### src/rtl/u2u_pkg.sv
// ----------------------------------------------------------------------------
// u2u_pkg
// Shared types and constants for the UTF-32 to UTF-16 byte-stream transcoder.
// ----------------------------------------------------------------------------
package u2u_pkg;

    // Result status codes
    typedef enum logic [2:0] {
        ST_OK         = 3'd0,
        ST_NO_BOM     = 3'd1,
        ST_INCOMPLETE = 3'd2,
        ST_SURROGATE  = 3'd3,
        ST_RANGE      = 3'd4,
        ST_NONCHAR    = 3'd5
    } t_status;

    // Byte position that completes a group of four
    localparam logic [1:0] POS_LAST = 2'd3;

    // Most output bytes one input byte can cause
    localparam int GRP_BYTES = 4;
    localparam int GRP_CNT_W = $clog2(GRP_BYTES + 1);

    // Code point bounds
    localparam logic [31:0] CP_SURR_LO  = 32'h0000_D800;
    localparam logic [31:0] CP_SURR_HI  = 32'h0000_DFFF;
    localparam logic [31:0] CP_MAX      = 32'h0010_FFFF;
    localparam logic [31:0] CP_SUPP     = 32'h0001_0000;
    localparam logic [31:0] CP_NC_LO    = 32'h0000_FDD0;
    localparam logic [31:0] CP_NC_HI    = 32'h0000_FDEF;
    localparam logic [15:0] NC_MASK     = 16'hFFFE;
    localparam logic [15:0] LEAD_BASE   = 16'hD800;
    localparam logic [15:0] TRAIL_BASE  = 16'hDC00;
    localparam logic [15:0] TEN_MASK    = 16'h03FF;
    localparam logic [15:0] BOM_UNIT    = 16'hFEFF;
    localparam logic [7:0]  BYTE_FE     = 8'hFE;
    localparam logic [7:0]  BYTE_FF     = 8'hFF;

    // Stream control state
    typedef struct packed {
        logic       bom_seen;
        logic       little;
        logic [1:0] pos;
        logic       halted;
    } t_state;

    // Results caused by one input byte; bytes[0] goes out first
    typedef struct packed {
        logic [GRP_CNT_W-1:0]     cnt;
        logic [GRP_BYTES-1:0][7:0] bytes;
        t_status                  status;
    } t_group;

endpackage

### src/rtl/utf32_to_utf16_transcoder_core.sv
// ----------------------------------------------------------------------------
// utf32_to_utf16_transcoder_core
// UTF-32 byte stream in, UTF-16 byte stream out, with BOM handling and
// a sticky error result.
// ----------------------------------------------------------------------------
//  channel | signals                                        | direction
//  input   | i_in_valid, o_in_ready, i_in_byte,             | in
//          | i_end_of_stream                                |
//  output  | o_out_valid, i_out_ready, o_out_byte,          | out
//          | o_status, o_last_of_run                        |
//
// With the ready signals high, one input byte is taken per cycle and its
// results appear in the next cycle; output bytes leave one per cycle, a group
// of up to four bytes draining while the next group's bytes arrive.
// A byte that would add results waits while the result register still holds
// a byte that does not leave in this cycle. Reset clears the stream state and
// the result register; after an error result every byte is taken and dropped.
// ----------------------------------------------------------------------------
module utf32_to_utf16_transcoder_core (
    input  logic       i_clk,
    input  logic       i_rst_n,
    input  logic       i_in_valid,
    output logic       o_in_ready,
    input  logic [7:0] i_in_byte,
    input  logic       i_end_of_stream,
    output logic       o_out_valid,
    input  logic       i_out_ready,
    output logic [7:0] o_out_byte,
    output logic [2:0] o_status,
    output logic       o_last_of_run
);
    import u2u_pkg::*;

    t_state      r_state, n_state;
    logic [23:0] r_gather, n_gather;
    t_group      grp;
    logic        buf_free;
    logic        in_acc;

    // Decode of the incoming byte
    u2u_step u_step (
        .i_cur          (r_state),
        .i_gather       (r_gather),
        .i_in_byte      (i_in_byte),
        .i_end_of_stream(i_end_of_stream),
        .o_nxt          (n_state),
        .o_gather       (n_gather),
        .o_grp          (grp)
    );

    // Ready: halted bytes and silent bytes never wait
    assign o_in_ready = r_state.halted || buf_free ||
                        ((r_state.pos != POS_LAST) && !i_end_of_stream);
    assign in_acc     = i_in_valid && o_in_ready;

    // Stream state
    always_ff @(posedge i_clk) begin
        if (!i_rst_n) begin
            r_state <= '0;
        end else if (in_acc) begin
            r_state <= n_state;
        end
    end

    always_ff @(posedge i_clk) begin
        if (in_acc) begin
            r_gather <= n_gather;
        end
    end

    // Result register
    u2u_out_buf u_out_buf (
        .i_clk        (i_clk),
        .i_rst_n      (i_rst_n),
        .i_load       (in_acc && (grp.cnt != '0)),
        .i_grp        (grp),
        .o_free       (buf_free),
        .o_out_valid  (o_out_valid),
        .i_out_ready  (i_out_ready),
        .o_out_byte   (o_out_byte),
        .o_status     (o_status),
        .o_last_of_run(o_last_of_run)
    );

`ifndef SYNTH
    // An error result is a single byte of zero
    a_err_single: assert property (@(posedge i_clk) disable iff (!i_rst_n)
        (o_out_valid && (o_status != ST_OK)) |-> (o_last_of_run && (o_out_byte == 8'h00)))
        else $error("error result not a single zero byte");

    // An error result is only shown once the stream has halted
    a_err_halted: assert property (@(posedge i_clk) disable iff (!i_rst_n)
        (o_out_valid && (o_status != ST_OK)) |-> r_state.halted)
        else $error("error result without halt");

    // Code units only flow after the BOM was accepted
    a_ok_after_bom: assert property (@(posedge i_clk) disable iff (!i_rst_n)
        (o_out_valid && (o_status == ST_OK)) |-> r_state.bom_seen)
        else $error("output before byte order mark");
`endif

endmodule

### src/rtl/u2u_step.sv
// ----------------------------------------------------------------------------
// u2u_step
// Single-pass decode of one input byte: gathers group bytes, checks the BOM,
// assembles and validates the code point, and builds the UTF-16 byte group.
// ----------------------------------------------------------------------------
module u2u_step (
    input  u2u_pkg::t_state i_cur,
    input  logic [23:0]     i_gather,
    input  logic [7:0]      i_in_byte,
    input  logic            i_end_of_stream,
    output u2u_pkg::t_state o_nxt,
    output logic [23:0]     o_gather,
    output u2u_pkg::t_group o_grp
);
    import u2u_pkg::*;

    logic [7:0]  b0, b1, b2, b3;
    logic        bom_be, bom_le;
    logic [31:0] cp;
    logic [31:0] v;
    logic [15:0] lead, trail;
    logic        is_surr, is_range, is_nonchar;
    logic [15:0] bom_u, cp_u, lead_u, trail_u;

    // Code unit to bytes in the stream byte order, first byte in [15:8]
    function automatic logic [15:0] unit_bytes(input logic [15:0] u, input logic le);
        return le ? {u[7:0], u[15:8]} : u;
    endfunction

    // Group bytes and BOM match
    assign b0     = i_gather[23:16];
    assign b1     = i_gather[15:8];
    assign b2     = i_gather[7:0];
    assign b3     = i_in_byte;
    assign bom_be = (b0 == 8'h00) && (b1 == 8'h00) && (b2 == BYTE_FE) && (b3 == BYTE_FF);
    assign bom_le = (b0 == BYTE_FF) && (b1 == BYTE_FE) && (b2 == 8'h00) && (b3 == 8'h00);

    // Code point and checks
    assign cp = i_cur.little ? {b3, b2, b1, b0} : {b0, b1, b2, b3};
    assign is_surr    = (cp >= CP_SURR_LO) && (cp <= CP_SURR_HI);
    assign is_range   = cp > CP_MAX;
    assign is_nonchar = ((cp[15:0] & NC_MASK) == NC_MASK) ||
                        ((cp >= CP_NC_LO) && (cp <= CP_NC_HI));

    // Surrogate pair
    assign v     = cp - CP_SUPP;
    assign lead  = LEAD_BASE + {6'd0, v[19:10]};
    assign trail = TRAIL_BASE + (v[15:0] & TEN_MASK);

    // Code units in stream byte order
    assign bom_u   = unit_bytes(BOM_UNIT, bom_le);
    assign cp_u    = unit_bytes(cp[15:0], i_cur.little);
    assign lead_u  = unit_bytes(lead, i_cur.little);
    assign trail_u = unit_bytes(trail, i_cur.little);

    always_comb begin
        o_nxt        = i_cur;
        o_gather     = i_gather;
        o_grp.cnt    = '0;
        o_grp.bytes  = '0;
        o_grp.status = ST_OK;
        if (i_cur.halted) begin
            // halted: drop the byte
        end else if (i_cur.pos != POS_LAST) begin
            // partial group
            case (i_cur.pos)
                2'd0:    o_gather[23:16] = i_in_byte;
                2'd1:    o_gather[15:8]  = i_in_byte;
                default: o_gather[7:0]   = i_in_byte;
            endcase
            o_nxt.pos = i_cur.pos + 2'd1;
            if (i_end_of_stream) begin
                o_grp.cnt    = GRP_CNT_W'(1);
                o_grp.status = ST_INCOMPLETE;
                o_nxt.halted = 1'b1;
            end
        end else begin
            o_nxt.pos = 2'd0;
            if (!i_cur.bom_seen) begin
                // byte order mark
                if (bom_be || bom_le) begin
                    o_nxt.bom_seen       = 1'b1;
                    o_nxt.little         = bom_le;
                    o_grp.cnt            = GRP_CNT_W'(2);
                    o_grp.bytes[1:0]     = {bom_u[7:0], bom_u[15:8]};
                end else begin
                    o_grp.cnt    = GRP_CNT_W'(1);
                    o_grp.status = ST_NO_BOM;
                    o_nxt.halted = 1'b1;
                end
            end else if (is_surr || is_range || is_nonchar) begin
                // invalid code point, checks in priority order
                o_grp.cnt    = GRP_CNT_W'(1);
                o_nxt.halted = 1'b1;
                if (is_surr) begin
                    o_grp.status = ST_SURROGATE;
                end else if (is_range) begin
                    o_grp.status = ST_RANGE;
                end else begin
                    o_grp.status = ST_NONCHAR;
                end
            end else if (cp < CP_SUPP) begin
                // basic plane: one code unit
                o_grp.cnt        = GRP_CNT_W'(2);
                o_grp.bytes[1:0] = {cp_u[7:0], cp_u[15:8]};
            end else begin
                // supplementary plane: surrogate pair
                o_grp.cnt   = GRP_CNT_W'(4);
                o_grp.bytes = {trail_u[7:0], trail_u[15:8],
                               lead_u[7:0], lead_u[15:8]};
            end
        end
    end

endmodule

### src/rtl/u2u_out_buf.sv
// ----------------------------------------------------------------------------
// u2u_out_buf
// Result register: holds one group of up to four output bytes and hands
// them out one per request.
// ----------------------------------------------------------------------------
module u2u_out_buf (
    input  logic            i_clk,
    input  logic            i_rst_n,
    input  logic            i_load,
    input  u2u_pkg::t_group i_grp,
    output logic            o_free,
    output logic            o_out_valid,
    input  logic            i_out_ready,
    output logic [7:0]      o_out_byte,
    output logic [2:0]      o_status,
    output logic            o_last_of_run
);
    import u2u_pkg::*;

    logic [GRP_CNT_W-1:0]      r_cnt, n_cnt;
    logic [GRP_BYTES-1:0][7:0] r_bytes, n_bytes;
    t_status                   r_status, n_status;
    logic                      pop;

    assign pop    = o_out_valid && i_out_ready;
    // empty by the next edge
    assign o_free = (r_cnt == '0) || ((r_cnt == GRP_CNT_W'(1)) && i_out_ready);

    // Load or shift
    always_comb begin
        n_cnt    = r_cnt;
        n_bytes  = r_bytes;
        n_status = r_status;
        if (i_load) begin
            n_cnt    = i_grp.cnt;
            n_bytes  = i_grp.bytes;
            n_status = i_grp.status;
        end else if (pop) begin
            n_cnt   = r_cnt - GRP_CNT_W'(1);
            n_bytes = r_bytes >> 8;
        end
    end

    always_ff @(posedge i_clk) begin
        if (!i_rst_n) begin
            r_cnt <= '0;
        end else begin
            r_cnt <= n_cnt;
        end
    end

    always_ff @(posedge i_clk) begin
        r_bytes  <= n_bytes;
        r_status <= n_status;
    end

    assign o_out_valid   = r_cnt != '0;
    assign o_out_byte    = r_bytes[0];
    assign o_status      = r_status;
    assign o_last_of_run = r_cnt == GRP_CNT_W'(1);

endmodule
### config.mk
export PLATFORM = sky130hd
export DESIGN_NAME = utf32_to_utf16_transcoder_core
export DESIGN_NICKNAME = d
export VERILOG_FILES = /design/src/rtl/u2u_pkg.sv /design/src/rtl/utf32_to_utf16_transcoder_core.sv /design/src/rtl/u2u_step.sv /design/src/rtl/u2u_out_buf.sv
export SDC_FILE = /design/constraint.sdc
export NUM_CORES = 1
export LEC_CHECK = 0
export BUFFER_PORTS_ARGS = -buffer_cell sky130_fd_sc_hd__buf_2
export CAP_MARGIN = 10
export CORE_MARGIN = 10
export CORE_UTILIZATION = 60
export DETAILED_ROUTE_END_ITERATION = 8
export GPL_ROUTABILITY_DRIVEN = 0
export PLACE_DENSITY = 0.89
export SLEW_MARGIN = 20
export SYNTH_ARGS = -nofsm -noshare
export SYNTH_HDL_FRONTEND = slang
export SYNTH_HIERARCHICAL = 1
export SYNTH_SLANG_ARGS = --single-unit
### constraint.sdc
create_clock -name i_clk -period 15.81 [get_ports i_clk]
set_clock_uncertainty 0.2 [all_clocks]
set_input_delay 0.7905 -clock i_clk [delete_from_list [all_inputs] [get_ports i_clk]]
set_output_delay 0.7905 -clock i_clk [all_outputs]
set_load 0.005 [all_outputs]
==> out/results.ini, run 1 <==
[detailed_routing]
drt-initial-drc-count = 545
ant_nets = 0
drtPass1Iterations = 6
postRouteWirelength_microns = 10600
wl_per_cell_microns = 19.5
vias = 3594
route.detailed.drc = 0
vias_per_cell = 6.59

[timing]
rsz0062_at_grt = no
period_minus_slack_ps = 5430
fmax_mhz = 184
finalSetupTns_ps = 0
min_period_over_period_pct = 34.4
slew_headroom_pct = 33.4
finalSetupViolCount = 0
hold_violations = 0
maxSlewViolCount = 0
worstMarginPinSlew_ps = 998

[synthesis]
ys_warn_count = 6
synth_area_leaders = edfxtp_1 38%, mux2_2 11%, mux2i_1 4.3%, dfxtp_1 3.5%, nand2_1 3.3%
ys_types = 69
synth_seq_cells = 67
synthTopCellsByCount = 59 x edfxtp_1, 46 x mux2_2, 41 x nand2_1
synth_area_leader_cell = edfxtp_1
synth_edf_count = 59
syn_area_sq_um = 4600
synth.avg_cell_area_sq_um = 10.5
syn-num-nets = 458
syn_inst = 437
synth_seq_area_share_pct = 42.0
synth_top_area_share_pct = 38.5
synth_ff_type = edfxtp_1
synthArstFlopShare_pct = 0
synth_most_common_cell = edfxtp_1

[worst_setup_path]
start_kind = flop
endpoint_kind = flop
arrival_ps = 5230
crit_required_ps = 15610
critPathMaxFanout = 39
crit_type = reg -> reg

[cts]
post_cts_buffers = 0
clk_pin_slew_worst_paths_ps = 80
clock_latency_ps = 340
cts_hold_buf = 0
cts_max_level = 3
root_buffer = clkbuf_8
cts_tree = yes
clkSinkCount = 67
cts_buffer_depth = 2
numCtsBuffers = 9
cts_resized = 0

[outcome]
status = finished, final reports clean

[placed_design]
dp_hpwl_microns = 7420
io_buffers = 26

[floorplanning]
num_rows = 31
fp.dieW_microns = 108
ios = 27
die_h_microns = 108
fp.dieArea_sq_um = 11600
core_sq_um = 7370
start_util_pct = 62.5

[global_routing]
grt_usage_pct = 19.0
antenna_found_initial = 0
grt_start_max_net_pins = 40
overflow = 0
grt_pass1_wl_microns = 17500
grt_pass1_vias = 3516

[layout]
fillers = 570
final_util_pct = 65.9
syn_to_final_growth_pct = 5.52
multi_input_area_sq_um = 2370
seqCellArea_sq_um = 1930
antenna_cells = 0
drive_gt1_share_pct = 27.4
num-nets-final = 462

[pwr]
leakage_uw = 0.00172
power.density_nw_per_um2 = 116
ir_drop_v = 0.0000612

[flow_run]
maxCapViolCount = 0

[min_path]
worstHoldPathType = reg -> reg

-- worst max-delay path, stage by stage, from the launching register on --
cell and delay, ps:
dfxtp_1 980, buf_4 430, mux2i_1 420, o211ai_1 230, or3_1 450, a2111oi_4 540, nor3_4 150, o21ai_0 250
o31a_2 710, inv_1 220, nand2_1 110, buf_4 370
-- registers in the layout, summed over array words and instances (netlist names) --
register	count
u_out_buf/r_bytes	24
u_out_buf/o_out_byte	8
r_state	5
u_out_buf/r_cnt	3
u_out_buf/o_status	3
r_gather	24
-- worst paths after layout --
kind | start | to | slack, ps | depth (start not counted)
setup / recovery | r_state[3]$_SDFFE_PN0P_ | u_out_buf/r_bytes[15]$_DFFE_PP_ | 10380 | 11
hold / removal | r_state[2]$_SDFFE_PN0P_ | r_state[2]$_SDFFE_PN0P_ | 320 | 2
setup reg to reg | r_state[3]$_SDFFE_PN0P_ | u_out_buf/r_bytes[15]$_DFFE_PP_ | 10380 | 11
hold reg to reg | r_state[2]$_SDFFE_PN0P_ | r_state[2]$_SDFFE_PN0P_ | 320 | 2
-- where the power goes --
group / leakage [uW] / total [uW] / internal, uW / switching, uW
registers: 0.000639 / 282 / 245 / 37.3
clock network: 0.000104 / 143 / 73.9 / 69.5
logic: 0.000977 / 140 / 63.5 / 76.3
-- cells in the final DEF (no fill, tap or decap), types with 3 or more instances in the layout --
cell type	instances
o22ai_1	9
nand4_1	8
nand2_1	41
nor2_1	20
xnor2_1	5
mux2i_1	20
clkbuf_8	9
and4_1	3
nand2b_1	4
a21oi_1	26
buf_2	26
inv_1	16
nand4b_1	4
nor4_1	8
mux2_2	46
nor3_1	10
nor2b_1	4
a221oi_1	3
dfxtp_1	8
or4_1	4
a21o_1	3
ha_1	8
o21ai_0	15
nand3_1	9
edfxtp_1	59
and2_1	9
nor2_4	8
buf_4	5
-- layout make-up --
| type | instances | share of cell area (%) |
|---|---|---|
| clock buffer | 9 | 2.55 |
| timing repair buffer | 31 | 3.45 |
| tap | 99 | 2.55 |
| sequential | 67 | 39.8 |
| inverter | 18 | 1.39 |
| multi-input combinational | 314 | 48.8 |
| clock inverter | 7 | 1.55 |
-- metrics by stage --
stage	hold WS, ps	cell area (sq um)	total power [uW]	cells	setup WS [ps]
4_1_cts	325	4860	565	545	10450
6_report	322	4860	565	545	10380
5_1_grt	352	4860	596	545	10020
3_3_place_gp	289	4660	413	529	10730
2_1_floorplan	231	4600	383	437	10520
3_5_place_dp	315	4660	422	529	10470
-- layer usage --
| layer | global-route usage [%] | vias to the layer above | routed length [microns] |
|---|---|---|---|
| met5 | 0 | - | 0 |
| met4 | 10.5 | 0 | 482 |
| met3 | 5.69 | 74 | 1020 |
| met2 | 29.7 | 239 | 4910 |
| met1 | 22.8 | 1648 | 4240 |
| li1 | - | 1633 | - |
-- cells by family after synthesis --
logic type	after synthesis	synth area share, %
simple gates	154	20.3
xor+xnor	6	1.14
fa+ha+maj	8	2.17
flops	67	42.0
buf+inv	56	6.60
compound gates	80	12.2
mux	66	15.6
(Power assumes the default switching activity.)
==> run 2: changes to the inputs <==
--- a/config.mk
+++ b/config.mk
@@ -8,10 +8,10 @@
 export BUFFER_PORTS_ARGS = -buffer_cell sky130_fd_sc_hd__buf_2
 export CAP_MARGIN = 10
 export CORE_MARGIN = 10
-export CORE_UTILIZATION = 60
+export CORE_UTILIZATION = 56
 export DETAILED_ROUTE_END_ITERATION = 8
 export GPL_ROUTABILITY_DRIVEN = 0
-export PLACE_DENSITY = 0.89
+export PLACE_DENSITY = 0.87
 export SLEW_MARGIN = 20
 export SYNTH_ARGS = -nofsm -noshare
 export SYNTH_HDL_FRONTEND = slang
==> constraint.sdc (replaced) <==
create_clock -name i_clk -period 4.6 [get_ports i_clk]
set_clock_uncertainty 0.2 [all_clocks]
set_input_delay 0.23 -clock i_clk [delete_from_list [all_inputs] [get_ports i_clk]]
set_output_delay 0.23 -clock i_clk [all_outputs]
set_load 0.005 [all_outputs]
==> run 2 against run 1 <==
Sequential power grew to 3.4 times the previous value. Worst hold slack lost 270 ps. Register-to-register slack lost 10000 ps. Largest power group unchanged.
==> out/results.ini, run 2 (synthesis gave the netlist of run 1 again) <==
[global_routing]
grt_usage_pct = 17.2
grt_start_max_net_pins = 39
grt_pass1_wl_microns = 17500
overflow = 0
antenna_found_initial = 0
grt_pass1_vias = 3514

[cts]
cts_resized = 0
numCtsBuffers = 9
cts_hold_buf = 0
cts_tree = yes
clkSinkCount = 67
cts_max_level = 3
clk_pin_slew_worst_paths_ps = 80
post_cts_buffers = 0
root_buffer = clkbuf_8
cts_buffer_depth = 2
clock_latency_ps = 360

[pwr]
ir_drop_v = 0.000258
p_comb_share_pct = 24.7
p_sw_uw = 621
clkPwrFrac_pct = 25.0
leakage_uw = 0.00172
power.density_nw_per_um2 = 393
seqPwrFrac_pct = 50.4
p_int_uw = 1310
swShare_pct = 32.2
power_uw = 1930

[timing]
worstMarginPinSlew_ps = 753
period_minus_slack_ps = 4280
hold_violations = 0
slew_headroom_pct = 49.8
timing.final.ws_setup_ps = 319
maxSlewViolCount = 0
finalSetupViolCount = 0
min_period_over_period_pct = 93.1
finalSetupTns_ps = 0
rsz0062_at_grt = no
fmax_mhz = 234

[floorplanning]
fp.dieW_microns = 111
num_rows = 33
core_sq_um = 8090
fp.dieArea_sq_um = 12200
ios = 27
die_h_microns = 111
start_util_pct = 56.9

[worst_setup_path]
rr_worst_depth = 12
start_kind = flop
r2r_start = r_state[3]$_SDFFE_PN0P_
crit_type = reg -> reg
arrival_ps = 4190
crit_required_ps = 4510
endpoint_kind = flop
regToRegSetupSlack_ps = 320
timing.rr.end = u_out_buf/r_bytes[21]$_DFFE_PP_
critPathMaxFanout = 38

[flow_run]
maxCapViolCount = 0

[min_path]
holdPathStages = 3
worstHoldPathType = in -> reg
holdCritStartpoint = i_rst_n
holdPathEnd = r_state[1]$_SDFFE_PN0P_

[detailed_routing]
vias_per_cell = 6.38
postRouteWirelength_microns = 10700
drt-initial-drc-count = 432
wl_per_cell_microns = 19.3
ant_nets = 0
drtPass1Iterations = 6
vias = 3542
route.detailed.drc = 0

[layout]
drive_gt1_share_pct = 28.0
instances_no_fill = 555
antenna_cells = 0
seqCellArea_sq_um = 1930
syn_to_final_growth_pct = 6.36
mostFrequentLayoutCells = 59 x edfxtp_1, 46 x mux2_2, 40 x nand2_1, 26 x a21oi_1, 26 x buf_2
multi_input_area_sq_um = 2380
fillers = 690
num-nets-final = 466
final_common_cell = edfxtp_1

[placed_design]
dp_cells = 539
io_buffers = 26
dp_hpwl_microns = 7570
pre_cts_ws_ps = 415

[outcome]
status = finished, final reports clean

run 2: cell count changes in the layout (fill, tap and decap cells not counted):
cell	before	now
nand2_4	0	1
nand2_1	41	40
inv_6	2	0
clkinv_1	1	2
buf_4	5	9
clkinv_4	2	0
clkinv_2	2	1
clkinvlp_4	0	4
run 2: worst max-delay path, cell delays in order, from the launching register on:
cell	delay, ps
dfxtp_1	670
mux2i_1	340
ha_1	230
nor4bb_1	320
or2_2	190
nand4_1	90
a21o_1	240
nor3_4	380
nand2_1	90
a21boi_0	280
o31a_2	200
buf_4	370
mux2_2	390
run 2: per-layer routing:
| layer | share of wire (%) | vias up | track usage [%] |
|---|---|---|---|
| met2 | 47 | 192 | 27.8 |
| li1 | - | 1645 | - |
| met3 | 8.9 | 51 | 5.25 |
| met4 | 3.4 | 0 | 7.99 |
| met5 | 0 | - | 0 |
| met1 | 41 | 1654 | 20.5 |
run 2: layout make-up:
class | instances | area share (%)
Timing Repair Buffer | 35 | 4.04
Sequential cell | 67 | 39.4
Multi-Input combinational cell | 314 | 48.5
Tap cell | 105 | 2.68
Clock inverter | 7 | 1.41
Inverter | 18 | 1.38
Clock buffer | 9 | 2.53
run 2: power by group through the flow:
stage,clock (uW),sequential [uW],combinational (uW)
5_1_grt,520,985,525
3_5_place_dp,0,978,472
4_1_cts,489,966,474
6_report,481,971,475
3_3_place_gp,0,972,449
2_1_floorplan,0,912,404
run 2: worst max path at each step:
stage / from / endpoint / cells past startpoint
after floorplan: r_state[3]$_SDFFE_PN0P_ / u_out_buf/o_out_byte[0]$_DFFE_PP_ / 18
after global placement: r_state[3]$_SDFFE_PN0P_ / u_out_buf/o_out_byte[5]$_DFFE_PP_ / 12
after detailed placement: r_state[3]$_SDFFE_PN0P_ / u_out_buf/r_bytes[14]$_DFFE_PP_ / 12
after CTS: r_state[3]$_SDFFE_PN0P_ / u_out_buf/o_out_byte[6]$_DFFE_PP_ / 12
after global routing: r_state[3]$_SDFFE_PN0P_ / u_out_buf/r_bytes[21]$_DFFE_PP_ / 12
final: r_state[3]$_SDFFE_PN0P_ / u_out_buf/r_bytes[21]$_DFFE_PP_ / 12
run 2: per-stage QoR:
stage	hold WS, ps	utilization, %	cell area [sq um]
floorplan	168	-	4610
global placement	291	58.1	4700
detailed placement	304	58.1	4700
CTS	44.9	60.5	4900
global route	57.2	60.5	4900
finish	51.8	60.5	4900
==> run 3: changes to the inputs <==
--- a/config.mk
+++ b/config.mk
@@ -5,7 +5,7 @@
 export SDC_FILE = /design/constraint.sdc
 export NUM_CORES = 1
 export LEC_CHECK = 0
-export BUFFER_PORTS_ARGS = -buffer_cell sky130_fd_sc_hd__buf_2
+export BUFFER_PORTS_ARGS = -buffer_cell sky130_fd_sc_hd__buf_4
 export CAP_MARGIN = 10
 export CORE_MARGIN = 10
 export CORE_UTILIZATION = 56
==> run 3 against run 2 <==
Cell count up 0.18%. Maximum frequency up 2.7%. First-iteration DRC count down 12%. Worst hold slack worse by 31 ps. Combinational power up 6.1%. Register-to-register slack better by 110 ps. Routed wire length up 1.7%. Critical path depth unchanged. Via count up 1.6%. Cell area up 3.0%. Die area unchanged. Critical endpoint unchanged.
==> out/results.ini, run 3 (synthesis gave the netlist of run 1 again) <==
[outcome]
status = finished, final reports clean

[min_path]
holdPathStages = 3
worstHoldPathType = in -> reg

[cts]
root_buffer = clkbuf_8
cts_tree = yes
cts_max_level = 3
clk_pin_slew_worst_paths_ps = 70
clock_latency_ps = 360
clkSinkCount = 67
post_cts_buffers = 0
cts_buffer_depth = 2
numCtsBuffers = 9

[timing]
finalSetupViolCount = 0
timing.final.ws_setup_ps = 431
worstMarginPinSlew_ps = 861
min_period_over_period_pct = 90.6
slew_headroom_pct = 42.6
period_minus_slack_ps = 4170
hold_violations = 0
fmax_mhz = 240
rsz0062_at_grt = no
finalSetupTns_ps = 0
maxSlewViolCount = 0

[floorplanning]
core_sq_um = 8090
die_h_microns = 111
ios = 27
num_rows = 33
start_util_pct = 56.9
fp.dieW_microns = 111
fp.dieArea_sq_um = 12200

[pwr]
leakage_uw = 0.00179
power.density_nw_per_um2 = 421
ir_drop_v = 0.000216

[worst_setup_path]
regToRegSetupSlack_ps = 430
cp.depth = 12
critPathMaxFanout = 38
endpoint_kind = flop
timing.rr.end = u_out_buf/r_bytes[21]$_DFFE_PP_
worstPathCellList = mux2i_1 -> ha_1 -> nor4bb_1 -> or2_2 -> nand4_1 -> a21o_1 -> nor3_4 -> nand2_1 -> a21boi_0 -> o31a_2 -> buf_4 -> mux2_2
cp-startpoint = r_state[3]$_SDFFE_PN0P_
start_kind = flop
crit_path_max_incr_delay_ps = 580
cp-endpoint = u_out_buf/r_bytes[21]$_DFFE_PP_
path_delay_family = simple AND/OR/NAND/NOR gates
crit_required_ps = 4510
rr_worst_depth = 12
arrival_ps = 4080
crit_buf_inv = 1
crit_slowest_cell = dfxtp_2
crit_type = reg -> reg
r2r_start = r_state[3]$_SDFFE_PN0P_

[layout]
drive_gt1_share_pct = 28.2
antenna_cells = 0
fillers = 663
final_common_cell = edfxtp_1
syn_to_final_growth_pct = 9.57
mostFrequentLayoutCells = 59 x edfxtp_1, 46 x mux2_2, 40 x nand2_1, 35 x buf_4, 26 x a21oi_1
num-nets-final = 467

[global_routing]
grt_start_max_net_pins = 39
grt_pass1_vias = 3550
overflow = 0
grt_usage_pct = 17.2
antenna_found_initial = 0
grt_pass1_wl_microns = 17700

[detailed_routing]
drt-initial-drc-count = 379
drtPass1Iterations = 8
vias = 3600
ant_nets = 0
wl_per_cell_microns = 19.6
vias_per_cell = 6.47
route.detailed.drc = 0
postRouteWirelength_microns = 10900

[placed_design]
io_buffers = 26
pre_cts_ws_ps = 235
dp_hpwl_microns = 7610

[flow_run]
maxCapViolCount = 0

-- run 3: area by class of cell --
type	count	area [sq um]	share of cell area [%]
Inverter	18	67.6	1.34
Tap cell	105	131	2.60
Multi-Input combinational cell	314	2380	47.1
Clock buffer	9	124	2.46
Clock inverter	7	140	2.78
Sequential cell	67	1930	38.3
Timing Repair Buffer	36	273	5.41
-- run 3: where the power goes --
group          switching (uW)  internal [uW]
combinational             268            237
sequential                127            842
clock                     239            414
-- run 3: routing by layer --
metal | up-vias | GRT usage, % | wire length (microns)
met5 | - | 0 | 0
met4 | 0 | 10.1 | 392
met2 | 202 | 27.9 | 5280
met3 | 46 | 4.00 | 923
li1 | 1636 | - | -
met1 | 1716 | 20.3 | 4280
-- run 3: stage by stage --
stage          cell area (sq um)  utilization [%]  total power (uW)  cells  hold slack (ps)
6_report                    5040             62.3              2130    556             21.1
5_1_grt                     5040             62.3              2210    556             22.5
4_1_cts                     5040             62.3              2130    556             4.84
3_5_place_dp                4770             58.9              1470    539              307
3_3_place_gp                4770             58.9              1440    539              292
2_1_floorplan               4610                -              1320    437              168
-- run 3: worst register-to-register path, cell delays in order (launching register included) --
cell      delay, ps
dfxtp_2         580
mux2i_1         320
ha_1            200
nor4bb_1        330
or2_2           190
nand4_1         110
a21o_1          260
nor3_4          380
nand2_1          90
a21boi_0        290
o31a_2          210
buf_4           370
mux2_2          400
-- run 3: repair_timing --
item / 4_1_cts / 5_1_grt
endpoints found under the hold margin: 3 / 0
gates resized for setup: 0 / 1
endpoints found under the setup margin: 0 / 24
hold buffers: 1 / 0
-- run 3: worst min-delay path by stage --
stage                                 start                              end  slack (ps)
finish                         i_in_byte[0]            r_gather[0]$_DFFE_PP_          20
global route                   i_in_byte[0]            r_gather[0]$_DFFE_PP_          20
CTS                            i_in_byte[0]            r_gather[0]$_DFFE_PP_           5
detailed placement  r_state[2]$_SDFFE_PN0P_          r_state[2]$_SDFFE_PN0P_         310
global placement    r_state[2]$_SDFFE_PN0P_          r_state[2]$_SDFFE_PN0P_         290
floorplan                           i_rst_n  u_out_buf/r_cnt[2]$_SDFFE_PN0P_         170
